<file path="config.mk">
export PLATFORM = sky130hd
export DESIGN_NAME = mesh_latency_vote_power_gate_ctl_flat
export DESIGN_NICKNAME = d
export VERILOG_FILES = /design/src/design/mlvpg_pkg.sv /design/src/design/mlvpg_if.sv /design/src/design/mlvpg_mod_unit.sv /design/src/design/mesh_latency_vote_power_gate_ctl.sv /design/src/flat_wrapper.sv
export SDC_FILE = /design/constraint.sdc
export NUM_CORES = 2
export LEC_CHECK = 0
export ABC_AREA = 0
export ABC_CLOCK_PERIOD_IN_PS = 12200
export BUFFER_PORTS_ARGS = -buffer_cell sky130_fd_sc_hd__buf_2
export CAP_MARGIN = 30
export CORE_UTILIZATION = 50
export CTS_CLUSTER_SIZE = 16
export DETAILED_ROUTE_END_ITERATION = 6
export GPL_ROUTABILITY_DRIVEN = 1
export PLACE_DENSITY = 0.75
export SYNTH_ARGS = -nofsm -noshare
export SYNTH_HDL_FRONTEND = slang
export SYNTH_SLANG_ARGS = --single-unit
</file>
<file path="constraint.sdc">
create_clock -name clk -period 12.2 [get_ports clk]
set_input_delay 2.44 -clock clk [delete_from_list [all_inputs] [get_ports clk]]
set_output_delay 2.44 -clock clk [all_outputs]
set_load 0.1 [all_outputs]
</file>
<file path="src/design/mlvpg_pkg.sv">
// ----------------------------------------------------------------------------
// mlvpg_pkg: shared types and constants for the latency-vote gating control
// field widths, operation and decision codes, register indexes and the
// status bundle of the remainder unit
// ----------------------------------------------------------------------------
package mlvpg_pkg;

    // fixed field widths
    localparam int OP_W      = 1;
    localparam int NODE_IN_W = 6;
    localparam int LAT_W     = 16;
    localparam int DEC_W     = 2;
    localparam int CFG_W     = 20;
    localparam int CFG_IDX_W = 2;
    localparam int CNT_W     = 32;
    localparam int SUM_W     = 40;
    localparam int COUNT_W   = 24;
    localparam int VOTE_W    = 6;
    localparam int PROD_W    = CFG_W + COUNT_W;
    localparam int STEP_W    = $clog2(CNT_W);

    // saturation limits of the vote tally
    localparam logic signed [VOTE_W-1:0] VOTE_MAX = {1'b0, {(VOTE_W-1){1'b1}}};
    localparam logic signed [VOTE_W-1:0] VOTE_MIN = {1'b1, {(VOTE_W-1){1'b0}}};

    // input operation codes
    localparam logic [OP_W-1:0] OP_SAMPLE = 1'b0;
    localparam logic [OP_W-1:0] OP_TICK   = 1'b1;

    // decision codes
    localparam logic [DEC_W-1:0] DEC_NONE    = 2'd0;
    localparam logic [DEC_W-1:0] DEC_AGGRESS = 2'd1;
    localparam logic [DEC_W-1:0] DEC_REGRESS = 2'd2;

    // configuration register indexes
    localparam logic [CFG_IDX_W-1:0] CFG_GATING = 2'd0;
    localparam logic [CFG_IDX_W-1:0] CFG_EPOCH  = 2'd1;
    localparam logic [CFG_IDX_W-1:0] CFG_LOW    = 2'd2;
    localparam logic [CFG_IDX_W-1:0] CFG_HIGH   = 2'd3;

    // per-node accumulator entry
    typedef struct packed {
        logic [SUM_W-1:0]   sum;
        logic [COUNT_W-1:0] count;
    } acc_entry_t;

    // remainder unit status
    typedef struct packed {
        logic busy;
        logic done;
    } mod_status_t;

endpackage

</file>
<file path="src/design/mlvpg_if.sv">
// ----------------------------------------------------------------------------
// mlvpg channel interfaces
// valid/ready channels for input items and for gating decisions
// ----------------------------------------------------------------------------
interface mlvpg_in_if;
    logic                             valid;
    logic                             ready;
    logic [mlvpg_pkg::OP_W-1:0]       op;
    logic [mlvpg_pkg::NODE_IN_W-1:0]  sample_node;
    logic [mlvpg_pkg::LAT_W-1:0]      sample_latency;

    modport source (output valid, output op, output sample_node,
                    output sample_latency, input ready);
    modport sink   (input valid, input op, input sample_node,
                    input sample_latency, output ready);
endinterface

interface mlvpg_out_if;
    logic                             valid;
    logic                             ready;
    logic [mlvpg_pkg::NODE_IN_W-1:0]  target_node;
    logic [mlvpg_pkg::DEC_W-1:0]      decision;
    logic                             last_decision;

    modport source (output valid, output target_node, output decision,
                    output last_decision, input ready);
    modport sink   (input valid, input target_node, input decision,
                    input last_decision, output ready);
endinterface

</file>
<file path="src/design/mlvpg_mod_unit.sv">
// ----------------------------------------------------------------------------
// mlvpg_mod_unit: iterative remainder
// restoring remainder of the monitor counter by the epoch, one bit a cycle
// ----------------------------------------------------------------------------
module mlvpg_mod_unit (
    input  logic                          clk,
    input  logic                          rst_n,
    input  logic                          start,
    input  logic [mlvpg_pkg::CNT_W-1:0]   dividend,
    input  logic [mlvpg_pkg::CFG_W-1:0]   divisor,
    output logic [mlvpg_pkg::CFG_W-1:0]   remainder,
    output mlvpg_pkg::mod_status_t        status
);

    logic                          busy_reg;
    logic                          done_reg;
    logic [mlvpg_pkg::STEP_W-1:0]  step_reg;
    logic [mlvpg_pkg::CNT_W-1:0]   quo_reg;
    logic [mlvpg_pkg::CFG_W-1:0]   rem_reg;
    logic [mlvpg_pkg::CFG_W:0]     trial;
    logic [mlvpg_pkg::CFG_W:0]     trial_sub;

    // one restoring step
    always_comb
    begin
        trial     = {rem_reg, quo_reg[mlvpg_pkg::CNT_W-1]};
        trial_sub = trial - {1'b0, divisor};
    end

    // control
    always_ff @(posedge clk or negedge rst_n)
    begin
        if (!rst_n)
        begin
            busy_reg <= 1'b0;
            done_reg <= 1'b0;
            step_reg <= '0;
        end
        else
        begin
            done_reg <= 1'b0;
            if (start)
            begin
                busy_reg <= 1'b1;
                step_reg <= '0;
            end
            else if (busy_reg)
            begin
                step_reg <= step_reg + 1'b1;
                if (step_reg == mlvpg_pkg::STEP_W'(mlvpg_pkg::CNT_W - 1))
                begin
                    busy_reg <= 1'b0;
                    done_reg <= 1'b1;
                end
            end
        end
    end

    // datapath
    always_ff @(posedge clk)
    begin
        if (start)
        begin
            quo_reg <= dividend;
            rem_reg <= '0;
        end
        else if (busy_reg)
        begin
            quo_reg <= {quo_reg[mlvpg_pkg::CNT_W-2:0], 1'b0};
            if (trial >= {1'b0, divisor})
                rem_reg <= trial_sub[mlvpg_pkg::CFG_W-1:0];
            else
                rem_reg <= trial[mlvpg_pkg::CFG_W-1:0];
        end
    end

    assign remainder   = rem_reg;
    assign status.busy = busy_reg;
    assign status.done = done_reg;

endmodule

</file>
<file path="src/design/mesh_latency_vote_power_gate_ctl.sv">
// ----------------------------------------------------------------------------
// mesh_latency_vote_power_gate_ctl: latency-vote power-gating controller
// per-node latency accumulation, row/column vote sweeps and gating decisions
// ----------------------------------------------------------------------------
// Usage:
//   in_ch carries items: op sample adds sample_latency to the sum and count of
//   sample_node, op tick advances the monitor counter and may sweep or decide.
//   out_ch carries one decision per node on a deciding tick, in node order,
//   last_decision set on the highest node. cfg_we/cfg_index/cfg_data write the
//   four control registers; the user must write them only while the block is
//   idle, which is not enforced. A sample passes accept, memory read and write
//   back; a tick with no sweep, accept and the tick check. A sweeping tick
//   takes the 2*MESH_RADIX-1 nodes of the swept row and column through read,
//   low multiply, high multiply and vote, sharing the single multiplier and
//   accumulator memory port. The first tick after an epoch_length write waits
//   for the bit-serial remainder unit if the epoch is nonzero. A deciding tick
//   loads MESH_RADIX*MESH_RADIX results into the output register, one per cycle
//   while out_ch.ready is high; a stalled receiver holds the decision walk.
//   After the last result is loaded the next item is taken.
//   Reset clears control state, votes and the per-node valid bits, so all
//   sums and counts read as zero at once; no clearing pass is needed.
// ----------------------------------------------------------------------------
module mesh_latency_vote_power_gate_ctl #(
    parameter int MESH_RADIX = 4
) (
    input  logic                              clk,
    input  logic                              rst_n,
    mlvpg_in_if.sink                          in_ch,
    mlvpg_out_if.source                       out_ch,
    input  logic                              cfg_we,
    input  logic [mlvpg_pkg::CFG_IDX_W-1:0]   cfg_index,
    input  logic [mlvpg_pkg::CFG_W-1:0]       cfg_data
);

    localparam int NODE_COUNT = MESH_RADIX * MESH_RADIX;
    localparam int NODE_W     = $clog2(NODE_COUNT);
    localparam int RC_W       = $clog2(MESH_RADIX);

    typedef enum logic [9:0] {
        S_IDLE   = 10'b0000000001,
        S_ACC_RD = 10'b0000000010,
        S_ACC_WR = 10'b0000000100,
        S_MOD    = 10'b0000001000,
        S_TICK   = 10'b0000010000,
        S_RD     = 10'b0000100000,
        S_MUL_LO = 10'b0001000000,
        S_MUL_HI = 10'b0010000000,
        S_VOTE   = 10'b0100000000,
        S_EMIT   = 10'b1000000000
    } state_t;

    // control registers
    state_t                            state_reg, state_next;
    logic                              gating_reg;
    logic [mlvpg_pkg::CFG_W-1:0]       epoch_reg;
    logic [mlvpg_pkg::CFG_W-1:0]       low_reg;
    logic [mlvpg_pkg::CFG_W-1:0]       high_reg;
    logic [mlvpg_pkg::CNT_W-1:0]       counter_reg, counter_next;
    logic [mlvpg_pkg::CFG_W-1:0]       turn_reg, turn_next;
    logic                              stale_reg, stale_next;
    logic [RC_W-1:0]                   row_reg, row_next;
    logic [RC_W-1:0]                   col_reg, col_next;
    logic [NODE_W-1:0]                 emit_reg, emit_next;
    logic                              out_valid_reg, out_valid_next;
    logic                              valid_reg [NODE_COUNT];
    logic                              valid_next [NODE_COUNT];
    logic signed [mlvpg_pkg::VOTE_W-1:0] vote_reg [NODE_COUNT];
    logic signed [mlvpg_pkg::VOTE_W-1:0] vote_next [NODE_COUNT];

    // payload registers
    logic [mlvpg_pkg::NODE_IN_W-1:0]   item_node_reg;
    logic [mlvpg_pkg::LAT_W-1:0]       item_lat_reg;
    mlvpg_pkg::acc_entry_t             rd_data_reg;
    logic                              rd_valid_reg;
    logic [mlvpg_pkg::PROD_W-1:0]      prod_reg;
    logic                              lt_reg;
    logic [mlvpg_pkg::NODE_IN_W-1:0]   out_node_reg;
    logic [mlvpg_pkg::DEC_W-1:0]       out_dec_reg;
    logic                              out_last_reg;

    // accumulator memory
    mlvpg_pkg::acc_entry_t             acc_mem [NODE_COUNT];

    // internal signals
    logic                              in_fire;
    logic                              cfg_epoch_wr;
    logic                              mod_start;
    logic [mlvpg_pkg::CFG_W-1:0]       mod_rem;
    mlvpg_pkg::mod_status_t            mod_st;
    logic                              acc_we;
    logic                              clear_node;
    logic                              clear_votes;
    logic                              out_load;
    logic                              tick_finish;
    logic                              emit_last;
    logic                              sweep_ok;
    logic [RC_W-1:0]                   turn_rc;
    logic [NODE_W-1:0]                 cur_node;
    logic [NODE_W-1:0]                 item_node;
    logic [NODE_W-1:0]                 rd_addr;
    logic [mlvpg_pkg::SUM_W-1:0]       sum_eff;
    logic [mlvpg_pkg::COUNT_W-1:0]     count_eff;
    logic [mlvpg_pkg::SUM_W:0]         sum_add;
    mlvpg_pkg::acc_entry_t             acc_wdata;
    logic [mlvpg_pkg::PROD_W-1:0]      scaled;
    logic [mlvpg_pkg::CFG_W-1:0]       mul_a;
    logic [mlvpg_pkg::PROD_W-1:0]      mul_prod;
    logic                              vote_up;
    logic                              vote_dn;
    logic                              in_row;
    logic                              in_col;
    logic [mlvpg_pkg::DEC_W-1:0]       emit_dec;
    logic signed [mlvpg_pkg::VOTE_W-1:0] emit_vote;

    // handshake
    assign in_fire      = in_ch.valid && in_ch.ready;
    assign in_ch.ready  = (state_reg == S_IDLE);
    assign cfg_epoch_wr = cfg_we && (cfg_index == mlvpg_pkg::CFG_EPOCH);

    // remainder of counter by epoch after an epoch change
    mlvpg_mod_unit u_mod (
        .clk       (clk),
        .rst_n     (rst_n),
        .start     (mod_start),
        .dividend  (counter_reg),
        .divisor   (epoch_reg),
        .remainder (mod_rem),
        .status    (mod_st)
    );

    // node under sweep and read address
    assign turn_rc   = turn_reg[RC_W-1:0];
    assign cur_node  = NODE_W'(int'(row_reg) * MESH_RADIX + int'(col_reg));
    assign item_node = item_node_reg[NODE_W-1:0];
    assign rd_addr   = (state_reg == S_ACC_RD) ? item_node : cur_node;
    assign in_row    = (row_reg == turn_rc);
    assign in_col    = (col_reg == turn_rc);

    // entry as read, invalid entries read as zero
    assign sum_eff   = rd_valid_reg ? rd_data_reg.sum : '0;
    assign count_eff = rd_valid_reg ? rd_data_reg.count : '0;

    // saturating accumulate
    always_comb
    begin
        sum_add = {1'b0, sum_eff} + (mlvpg_pkg::SUM_W+1)'(item_lat_reg);
        acc_wdata.sum = sum_add[mlvpg_pkg::SUM_W] ? {mlvpg_pkg::SUM_W{1'b1}}
                                                  : sum_add[mlvpg_pkg::SUM_W-1:0];
        acc_wdata.count = (&count_eff) ? count_eff : count_eff + 1'b1;
    end

    // shared multiplier: watermark times count
    assign mul_a    = (state_reg == S_MUL_HI) ? high_reg : low_reg;
    assign mul_prod = mlvpg_pkg::PROD_W'(mul_a) * mlvpg_pkg::PROD_W'(count_eff);
    assign scaled   = {sum_eff, 4'b0000};
    assign vote_up  = lt_reg;
    assign vote_dn  = !lt_reg && (scaled > prod_reg);

    // sweep enable
    assign sweep_ok = gating_reg && (epoch_reg != '0)
                      && (counter_reg >= mlvpg_pkg::CNT_W'(epoch_reg));

    // decision for the node being emitted
    assign emit_vote = vote_reg[emit_reg];
    assign emit_last = (emit_reg == NODE_W'(NODE_COUNT - 1));
    always_comb
    begin
        emit_dec = mlvpg_pkg::DEC_NONE;
        if (int'(emit_reg) < NODE_COUNT - MESH_RADIX)
        begin
            if (emit_vote > 0)
                emit_dec = mlvpg_pkg::DEC_AGGRESS;
            else if (emit_vote < 0)
                emit_dec = mlvpg_pkg::DEC_REGRESS;
        end
    end

    // sequencer
    always_comb
    begin
        state_next     = state_reg;
        counter_next   = counter_reg;
        turn_next      = turn_reg;
        stale_next     = stale_reg;
        row_next       = row_reg;
        col_next       = col_reg;
        emit_next      = emit_reg;
        mod_start      = 1'b0;
        acc_we         = 1'b0;
        clear_node     = 1'b0;
        clear_votes    = 1'b0;
        out_load       = 1'b0;
        tick_finish    = 1'b0;
        case (state_reg)
            S_IDLE:
            begin
                if (in_fire)
                begin
                    if (in_ch.op == mlvpg_pkg::OP_TICK)
                    begin
                        if (stale_reg && (epoch_reg != '0))
                        begin
                            mod_start  = 1'b1;
                            state_next = S_MOD;
                        end
                        else
                            state_next = S_TICK;
                    end
                    else if (int'(in_ch.sample_node) < NODE_COUNT)
                        state_next = S_ACC_RD;
                end
            end
            S_ACC_RD:
                state_next = S_ACC_WR;
            S_ACC_WR:
            begin
                acc_we     = 1'b1;
                state_next = S_IDLE;
            end
            S_MOD:
            begin
                if (mod_st.done)
                begin
                    turn_next  = mod_rem;
                    stale_next = 1'b0;
                    state_next = S_TICK;
                end
            end
            S_TICK:
            begin
                if (sweep_ok && (turn_reg < mlvpg_pkg::CFG_W'(MESH_RADIX)))
                begin
                    row_next   = '0;
                    col_next   = (turn_reg == '0) ? '0 : turn_rc;
                    state_next = S_RD;
                end
                else if (sweep_ok && (turn_reg == mlvpg_pkg::CFG_W'(MESH_RADIX)))
                begin
                    emit_next  = '0;
                    state_next = S_EMIT;
                end
                else
                begin
                    tick_finish = 1'b1;
                    state_next  = S_IDLE;
                end
            end
            S_RD:
                state_next = S_MUL_LO;
            S_MUL_LO:
                state_next = S_MUL_HI;
            S_MUL_HI:
                state_next = S_VOTE;
            S_VOTE:
            begin
                clear_node = (count_eff != '0);
                state_next = S_RD;
                // walk the swept column above, the row, then the column below
                if (in_row)
                begin
                    if (col_reg != RC_W'(MESH_RADIX - 1))
                        col_next = col_reg + 1'b1;
                    else if (row_reg == RC_W'(MESH_RADIX - 1))
                    begin
                        tick_finish = 1'b1;
                        state_next  = S_IDLE;
                    end
                    else
                    begin
                        row_next = row_reg + 1'b1;
                        col_next = turn_rc;
                    end
                end
                else if (row_reg == RC_W'(MESH_RADIX - 1))
                begin
                    tick_finish = 1'b1;
                    state_next  = S_IDLE;
                end
                else
                begin
                    row_next = row_reg + 1'b1;
                    if (row_reg + 1'b1 == turn_rc)
                        col_next = '0;
                end
            end
            S_EMIT:
            begin
                if (!out_valid_reg || out_ch.ready)
                begin
                    out_load = 1'b1;
                    if (emit_last)
                    begin
                        clear_votes  = 1'b1;
                        counter_next = mlvpg_pkg::CNT_W'(1);
                        turn_next    = mlvpg_pkg::CFG_W'(1);
                        state_next   = S_IDLE;
                    end
                    else
                        emit_next = emit_reg + 1'b1;
                end
            end
            default:
                state_next = S_IDLE;
        endcase

        // counter advance and its running remainder
        if (tick_finish)
        begin
            counter_next = counter_reg + 1'b1;
            if (counter_next == '0)
                turn_next = '0;
            else if ({1'b0, turn_reg} + 1'b1 == {1'b0, epoch_reg})
                turn_next = '0;
            else
                turn_next = turn_reg + 1'b1;
        end

        if (cfg_epoch_wr)
            stale_next = 1'b1;
    end

    // output register
    always_comb
    begin
        if (out_load)
            out_valid_next = 1'b1;
        else if (out_ch.ready)
            out_valid_next = 1'b0;
        else
            out_valid_next = out_valid_reg;
    end

    // per-node valid bits
    always_comb
    begin
        for (int i = 0; i < NODE_COUNT; i++)
        begin
            valid_next[i] = valid_reg[i];
            if (acc_we && (item_node == NODE_W'(i)))
                valid_next[i] = 1'b1;
            if (clear_node && (cur_node == NODE_W'(i)))
                valid_next[i] = 1'b0;
        end
    end

    // vote cells, one saturating adder per node
    for (genvar g = 0; g < NODE_COUNT; g++)
    begin : g_vote
        localparam int TR = g / MESH_RADIX;
        localparam int TC = g % MESH_RADIX;
        logic hit;

        assign hit = (in_row && (row_reg == RC_W'(TR)))
                     || (in_col && (col_reg == RC_W'(TC)));

        always_comb
        begin
            vote_next[g] = vote_reg[g];
            if (clear_votes)
                vote_next[g] = '0;
            else if (clear_node && hit)
            begin
                if (vote_up && (vote_reg[g] != mlvpg_pkg::VOTE_MAX))
                    vote_next[g] = vote_reg[g] + mlvpg_pkg::VOTE_W'(1);
                else if (vote_dn && (vote_reg[g] != mlvpg_pkg::VOTE_MIN))
                    vote_next[g] = vote_reg[g] - mlvpg_pkg::VOTE_W'(1);
            end
        end
    end

    // control state
    always_ff @(posedge clk or negedge rst_n)
    begin
        if (!rst_n)
        begin
            state_reg     <= S_IDLE;
            gating_reg    <= 1'b0;
            epoch_reg     <= mlvpg_pkg::CFG_W'(10000);
            low_reg       <= mlvpg_pkg::CFG_W'(320);
            high_reg      <= mlvpg_pkg::CFG_W'(960);
            counter_reg   <= '0;
            turn_reg      <= '0;
            stale_reg     <= 1'b0;
            row_reg       <= '0;
            col_reg       <= '0;
            emit_reg      <= '0;
            out_valid_reg <= 1'b0;
            for (int i = 0; i < NODE_COUNT; i++)
            begin
                valid_reg[i] <= 1'b0;
                vote_reg[i]  <= '0;
            end
        end
        else
        begin
            state_reg     <= state_next;
            counter_reg   <= counter_next;
            turn_reg      <= turn_next;
            stale_reg     <= stale_next;
            row_reg       <= row_next;
            col_reg       <= col_next;
            emit_reg      <= emit_next;
            out_valid_reg <= out_valid_next;
            for (int i = 0; i < NODE_COUNT; i++)
            begin
                valid_reg[i] <= valid_next[i];
                vote_reg[i]  <= vote_next[i];
            end
            // register writes
            if (cfg_we)
            begin
                case (cfg_index)
                    mlvpg_pkg::CFG_GATING: gating_reg <= cfg_data[0];
                    mlvpg_pkg::CFG_EPOCH:  epoch_reg  <= cfg_data;
                    mlvpg_pkg::CFG_LOW:    low_reg    <= cfg_data;
                    mlvpg_pkg::CFG_HIGH:   high_reg   <= cfg_data;
                    default:               gating_reg <= gating_reg;
                endcase
            end
        end
    end

    // item capture, memory port, multiplier and output payload
    always_ff @(posedge clk)
    begin
        if (in_fire)
        begin
            item_node_reg <= in_ch.sample_node;
            item_lat_reg  <= in_ch.sample_latency;
        end
        rd_data_reg  <= acc_mem[rd_addr];
        rd_valid_reg <= valid_reg[rd_addr];
        if (acc_we)
            acc_mem[item_node] <= acc_wdata;
        if ((state_reg == S_MUL_LO) || (state_reg == S_MUL_HI))
            prod_reg <= mul_prod;
        if (state_reg == S_MUL_HI)
            lt_reg <= (scaled < prod_reg);
        if (out_load)
        begin
            out_node_reg <= mlvpg_pkg::NODE_IN_W'(emit_reg);
            out_dec_reg  <= emit_dec;
            out_last_reg <= emit_last;
        end
    end

    assign out_ch.valid         = out_valid_reg;
    assign out_ch.target_node   = out_node_reg;
    assign out_ch.decision      = out_dec_reg;
    assign out_ch.last_decision = out_last_reg;

    // checks
    a_vote_turn_in_mesh: assert property (@(posedge clk) disable iff (!rst_n)
        (state_reg == S_VOTE) |-> (turn_reg < mlvpg_pkg::CFG_W'(MESH_RADIX)))
        else $error("vote step with turn outside the mesh");

    a_mod_done_in_wait: assert property (@(posedge clk) disable iff (!rst_n)
        mod_st.done |-> (state_reg == S_MOD))
        else $error("remainder done outside its wait state");

    a_decide_restarts: assert property (@(posedge clk) disable iff (!rst_n)
        (out_load && emit_last) |=> ((counter_reg == mlvpg_pkg::CNT_W'(1))
                                     && (state_reg == S_IDLE)))
        else $error("counter not restarted after the final decision");

    a_ready_not_busy: assert property (@(posedge clk) disable iff (!rst_n)
        in_ch.ready |-> !mod_st.busy)
        else $error("input ready while remainder unit busy");

endmodule

</file>
<file path="src/flat_wrapper.sv">
// flat-port wrapper written by rule: the top's interface ports become plain ports
module mesh_latency_vote_power_gate_ctl_flat 
#(
    parameter int MESH_RADIX = 4
)
  (clk, rst_n, cfg_we, cfg_index, cfg_data, in_ch_valid, in_ch_op, in_ch_sample_node, in_ch_sample_latency, in_ch_ready, out_ch_valid, out_ch_target_node, out_ch_decision, out_ch_last_decision, out_ch_ready);
  mlvpg_in_if in_ch_i ();
  mlvpg_out_if out_ch_i ();
  input  logic clk;
  input  logic rst_n;
  input  logic cfg_we;
  input  logic [mlvpg_pkg::CFG_IDX_W-1:0] cfg_index;
  input  logic [mlvpg_pkg::CFG_W-1:0] cfg_data;
  input wire logic [$bits(in_ch_i.valid)-1:0] in_ch_valid;
  input wire logic [$bits(in_ch_i.op)-1:0] in_ch_op;
  input wire logic [$bits(in_ch_i.sample_node)-1:0] in_ch_sample_node;
  input wire logic [$bits(in_ch_i.sample_latency)-1:0] in_ch_sample_latency;
  output wire logic [$bits(in_ch_i.ready)-1:0] in_ch_ready;
  output wire logic [$bits(out_ch_i.valid)-1:0] out_ch_valid;
  output wire logic [$bits(out_ch_i.target_node)-1:0] out_ch_target_node;
  output wire logic [$bits(out_ch_i.decision)-1:0] out_ch_decision;
  output wire logic [$bits(out_ch_i.last_decision)-1:0] out_ch_last_decision;
  input wire logic [$bits(out_ch_i.ready)-1:0] out_ch_ready;
  assign in_ch_i.valid = in_ch_valid;
  assign in_ch_i.op = in_ch_op;
  assign in_ch_i.sample_node = in_ch_sample_node;
  assign in_ch_i.sample_latency = in_ch_sample_latency;
  assign in_ch_ready = in_ch_i.ready;
  assign out_ch_valid = out_ch_i.valid;
  assign out_ch_target_node = out_ch_i.target_node;
  assign out_ch_decision = out_ch_i.decision;
  assign out_ch_last_decision = out_ch_i.last_decision;
  assign out_ch_i.ready = out_ch_ready;
  mesh_latency_vote_power_gate_ctl #(.MESH_RADIX(MESH_RADIX)) u_core (.clk(clk), .rst_n(rst_n), .in_ch(in_ch_i), .out_ch(out_ch_i), .cfg_we(cfg_we), .cfg_index(cfg_index), .cfg_data(cfg_data));
endmodule
</file>
Word level (Yosys, flattened, before mapping)
Memory sizes are Yosys's and may differ from the RTL's. A register that Yosys moved wholly into a read port is not among the register bits.
Index checks and enable logic that the tools add are counted.
{"block": "classes", "eq_ne": 105, "mux": 187, "n_addsub": 43, "n_mul": 1, "n_lt_le_gt_ge": 11, "reduce_logical": 212, "n_bitwise": 3}
{"cell": "$mux 6", "n": 67}
{"cell": "$mux 32", "n": 6}
{"cell": "$ne 6x6->1 const B", "n": 32}
{"cell": "$mux 20", "n": 8}
{"cell": "$mux 10", "n": 10}
{"cell": "$add 6x2->6 const B", "n": 16}
{"cell": "$logic_and 1x1->1", "n": 96}
{"cell": "$sub 6x2->6 const B", "n": 16}
{"cell": "$pmux 10 s9", "n": 1}
{"cell": "$reduce_bool 2->1", "n": 41}
{"cell": "$mux 40", "n": 2}
{"cell": "$eq 4x4->1 const B", "n": 17}
{"cell": "$mux 1", "n": 64}
{"cell": "$reduce_bool 3->1", "n": 17}
{"cell": "$mux 24", "n": 2}
{"cell": "$gt 44x44->1", "n": 1}
{"cell": "$lt 44x44->1", "n": 1}
{"cell": "$mul 20x24->44", "n": 1}
{"cell": "$reduce_and 2->1", "n": 21}
{"cell": "$add 40x16->41", "n": 1}
{"cell": "$pmux 20 s2", "n": 1}
{"cell": "$add 32x1->32 const B", "n": 1}
{"cell": "$eq 4x3->1 const B", "n": 8}
{"cell": "$ge 32x20->1", "n": 1}
{"cell": "other kinds (61)", "n": 131}
{"block": "totals", "word_cells": 621, "inputBits": 50, "ff_bits": 377, "ramBits": 1024, "memories": 1}
{"memory": "u_core.acc_mem", "words": 16, "word_bits": 64, "rd": 1, "rd_ports_with_merged_regs": 1, "wr": 1, "line": "mesh_latency_vote_power_gate_ctl.sv:82", "text": "mlvpg_pkg::acc_entry_t acc_mem [NODE_COUNT];"}

Depth between registers and ports, before layout
{"block": "logic_depth", "depth_word": 9, "mapped_depth": 35, "mapped_depth_nobuf": 31}

Hierarchy
Synthesis repeated with hierarchy kept, for this count alone.
{"block": "hier_totals", "hier_cells": 7392, "hier_area_um2": 81892.3}
{"module": "mesh_latency_vote_power_gate_ctl", "area_each_um2": 78182.5, "instances": 1, "cells_per_inst": 7032, "seq_area_each_um2": 39758.1}
{"module": "mlvpg_mod_unit", "area_each_um2": 3709.8, "instances": 1, "cells_per_inst": 360, "seq_area_each_um2": 1536.5}

Worst setup path after synthesis
OpenSTA, ideal clock, no wires.
{"block": "synth_path", "kind": "flip-flop to flip-flop", "startpoint": "register u_core.state_reg[3]", "endpoint": "register u_core.prod_reg[40] (netlist bit), data pin", "path_stages_with_launch": 35, "period_less_slack_ns": 8.742, "required_time_ns": 11.942, "setup_slack_ns": 3.458, "t_arrival_ns": 8.484, "cell_sequence": "dfrtp_1 > clkbuf_1 > nor3_1 > nand2_1 > or3_1 > nor3b_1 > buf_2 > buf_2 > mux2i_1 > clkbuf_1 > nor2_1 > fa_1 > fa_1 > inv_1 > fa_1 > inv_1 > fa_1 > inv_1 > fa_1 > inv_1 > fa_1 > inv_1 > fa_1 > inv_1 > ha_1 > and3_1 > a221oi_1 > a21boi_0 > o21a_1 > o311ai_0 > o211ai_1 > nor3_1 > a2111oi_0 > o21bai_1 > xnor2_1"}
{"block": "synth_via", "elab_chain_len": 3}
{"item": "start: declaration", "line": "mesh_latency_vote_power_gate_ctl.sv:53", "text": "state_t state_reg, state_next;"}
{"item": "start signal: assignment", "line": "mesh_latency_vote_power_gate_ctl.sv:396", "text": "state_reg <= state_next;"}
{"item": "$eq 10x8->1", "line": "mesh_latency_vote_power_gate_ctl.sv:153", "text": "assign mul_a = (state_reg == S_MUL_HI) ? high_reg : low_reg;"}
{"item": "$mux 20", "line": "mesh_latency_vote_power_gate_ctl.sv:153"}
{"item": "$mul 20x24->44", "line": "mesh_latency_vote_power_gate_ctl.sv:154", "text": "assign mul_prod = mlvpg_pkg::PROD_W'(mul_a) * mlvpg_pkg::PROD_W'(count_eff);"}
{"item": "via u_core.mul_prod (one bit)", "line": "mesh_latency_vote_power_gate_ctl.sv:107", "text": "logic [mlvpg_pkg::PROD_W-1:0] mul_prod;"}
{"item": "end signal: assignment", "line": "mesh_latency_vote_power_gate_ctl.sv:436", "text": "prod_reg <= mul_prod;"}
{"item": "end: declaration", "line": "mesh_latency_vote_power_gate_ctl.sv:75", "text": "logic [mlvpg_pkg::PROD_W-1:0] prod_reg;"}
The timed path passes the listed nets, and every way through them passes these cells.
A chain may end at the register's enable or synchronous reset.

Worst setup path in the final report
{"block": "layout_path", "startpoint": "register u_core.state_reg[8]", "endpoint": "register u_core.prod_reg[40] (netlist bit), data pin"}
The elaborated chain is that of the path after synthesis.

==> flow_summary.toml <==
[final_layout]
utilization_pct = 55.3
layout_commonest_cell = "edfxtp_1"
area_delta_synth_final_pct = 9.56
nNetsFinal = 7997
largest_reg_flops = 1024
mostFrequentLayoutCells = "edfxtp_1, nand2_1, inv_1"
nFillCells = 13200
drive_above_1_share_pct = 8.09

[critical_path]
crit_slowest_cell = "mux2i_2"
cp_max_fo = 36
crit_type = "flop to flop"
critPathLaunchType = "flop"
max_stage_delay_ns = 0.83
cpMostUsedCell = "fa_1"
end_kind = "flop"
path_buf_inv = 6
critPathRequiredTime_ns = 12.72
path_delay_family = "adder cells"
arrival_ns = 10.83

[clock_network]
cts_buffers = 148
cts-hold-fix-buffers = 0
clk_latency_ns = 0.80
cts_root_buffer = "clkbuf_16"
cts_resized = 0
clk_pin_slew_worst_paths_ns = 0.06
cts_max_path_buffers = 3
post_cts.repair.setup_buffers = 0
cts_tree = "yes"
cts_sinks = 1441
cts_max_level = 4

[die]
die_h_um = 405
rows = 147
die_w_um = 405
core_um2 = 161000
initial_core_util_pct = 50.5
die_area_um2 = 164000
num_io_pins = 61

[grt]
grt_max_degree = 203
antenna_found_initial = 4
grt_pass1_wl_um = 324000
grt_pass1_vias = 56000
gr-total-overflow = 0
grt_use_total_pct = 25.5

[power_and_ir_drop]
vdd_drop_max_uv = 144
powerDensity_nw_per_um2 = 133
p_leak_nw = 35.8

[sta]
max_slew_margin_pct = 21.8
fin_crit_ns = 10.32
fmax_mhz = 96.9
worstMarginPinSlew_ns = 1.16
setup_tns_ns = 0
setup_viol = 0
rsz0062_at_grt = "no"
finalCritPeriodShare_pct = 84.6
hold_viol = 0
slew_viol_final = 0
fin_skew_ns = 0.0533

[placed_design]
io_buffers = 58
routabilityCongestion = 0.962
place_hpwl_um = 133000

[synthesis]
synthFlopType = "edfxtp_1"
synth-seq-cells = 1441
ys_types = 99
yosys_warnings = 0
synth-async-reset-ratio_pct = 15.8
syn_area_per_cell_um2 = 11.1
synth_edf_count = 1128
synthesis.instances = 7304
synth_area_um2 = 81300
ys_seq_area_share_pct = 50.8

[routing]
drt-total-wl_um = 210000
viasPerCell = 5.98
drtPass1Iterations = 6
ant_nets = 0
drt_iter0_drc = 6028
drc = 0
wl_per_cell_um = 22.1
via_count = 56900

[status]
outcome = "complete, no violations"

[min_path]
hp-class = "flop to flop"

[run]
cap_violations = 0
## synth_stat cells (17+ instances only)
library cell | number | area [um2]
nand2b_1 | 44 | 275
o21ai_0 | 184 | 921
nor3_1 | 79 | 395
xor2_1 | 57 | 499
nor2_1 | 447 | 1680
mux2i_1 | 52 | 521
a211oi_1 | 348 | 2610
nor4_1 | 34 | 213
a21o_1 | 79 | 593
edfxtp_1 | 1128 | 33900
nand3_1 | 125 | 626
clkbuf_1 | 287 | 1080
or3_1 | 19 | 119
buf_2 | 92 | 460
o21a_1 | 17 | 128
inv_1 | 610 | 2290
a311oi_1 | 136 | 1190
mux2_2 | 83 | 935
fa_1 | 406 | 8130
xnor2_1 | 145 | 1270
and2_1 | 341 | 2130
o31ai_1 | 23 | 173
dfrtp_1 | 216 | 5410
buf_4 | 22 | 165
ha_1 | 315 | 3940
dfxtp_1 | 85 | 1700
o21ai_1 | 45 | 225
and3_1 | 47 | 294
nand4_1 | 42 | 263
nor2b_1 | 29 | 181
a21oi_1 | 293 | 1470
nand2_1 | 1045 | 3920
a31oi_1 | 157 | 982
## routing by layer
metal | part of all wire [%] | global-route usage (%)
met1 | 40 | 33.8
met2 | 48 | 41.5
met3 | 8.2 | 4.55
met4 | 4.1 | 10.5
met5 | 0.0057 | 0
## power breakdown
| part | total, mW | internal, mW | leakage [nW] | switching [mW] |
|---|---|---|---|---|
| registers | 5.69 | 5.53 | 14.0 | 0.160 |
| logic | 1.45 | 0.510 | 19.3 | 0.939 |
| clock network | 4.73 | 2.78 | 2.48 | 1.94 |
| total | 11.9 | 8.82 | 35.8 | 3.04 |
## layout make-up
type / count / area, um2 / area share, %
Tap cell: 2160 / 2700 / 3.04
Clock inverter: 69 / 1090 / 1.23
Inverter: 610 / 2290 / 2.57
Sequential cell: 1441 / 41300 / 46.4
Clock buffer: 207 / 4060 / 4.56
Timing Repair Buffer: 196 / 1550 / 1.74
Antenna cell: 1 / 2.50 / 0.00281
Multi-Input combinational cell: 4829 / 36000 / 40.5
## cells by family (layout without fill, tap and decap cells)
| group | count (synthesis) | in the layout | synth area share [%] |
|---|---|---|---|
| compound gates | 1405 | 1405 | 11.5 |
| xor+xnor | 202 | 202 | 2.18 |
| fa+ha+maj | 721 | 721 | 14.9 |
| buf+inv | 1035 | 1082 | 5.10 |
| flops | 1441 | 1441 | 50.8 |
| mux | 144 | 144 | 1.99 |
| other cells | 1 | 3 | 0.00462 |
| simple gates | 2355 | 2355 | 13.5 |
## through the flow
step / power, mW / setup WS, ns / std cells / hold WS (ns) / area [um2]
6_report: 11.9 / 1.88 / 9513 / 0.506 / 89000
3_5_place_dp: 7.20 / 2.17 / 9226 / 0.490 / 83700
5_1_grt: 12.3 / 1.41 / 9513 / 0.515 / 89000
4_1_cts: 11.9 / 2.07 / 9502 / 0.496 / 88900
2_1_floorplan: 6.73 / 3.46 / 7305 / 0.423 / 81300
3_3_place_gp: 7.15 / 2.19 / 9201 / 0.481 / 83500
## worst paths after layout
| check | from | endpoint | slack (ns) | depth (start not counted) |
|---|---|---|---|---|
| max | u_core.state_reg[8] | u_core.prod_reg[40] | 1.88 | 30 |
| min reg2reg | u_core.low_reg[12] | u_core.low_reg[12] | 0.51 | 1 |
| max in group asynchronous | rst_n | u_core.low_reg[15] | 8.52 | 4 |
| min in group asynchronous | rst_n | u_core.out_ch.valid | 1.69 | 1 |
| min | u_core.low_reg[12] | u_core.low_reg[12] | 0.51 | 1 |
| max reg2reg | u_core.state_reg[8] | u_core.prod_reg[40] | 1.88 | 30 |
Power figures use the tool's default switching activity.
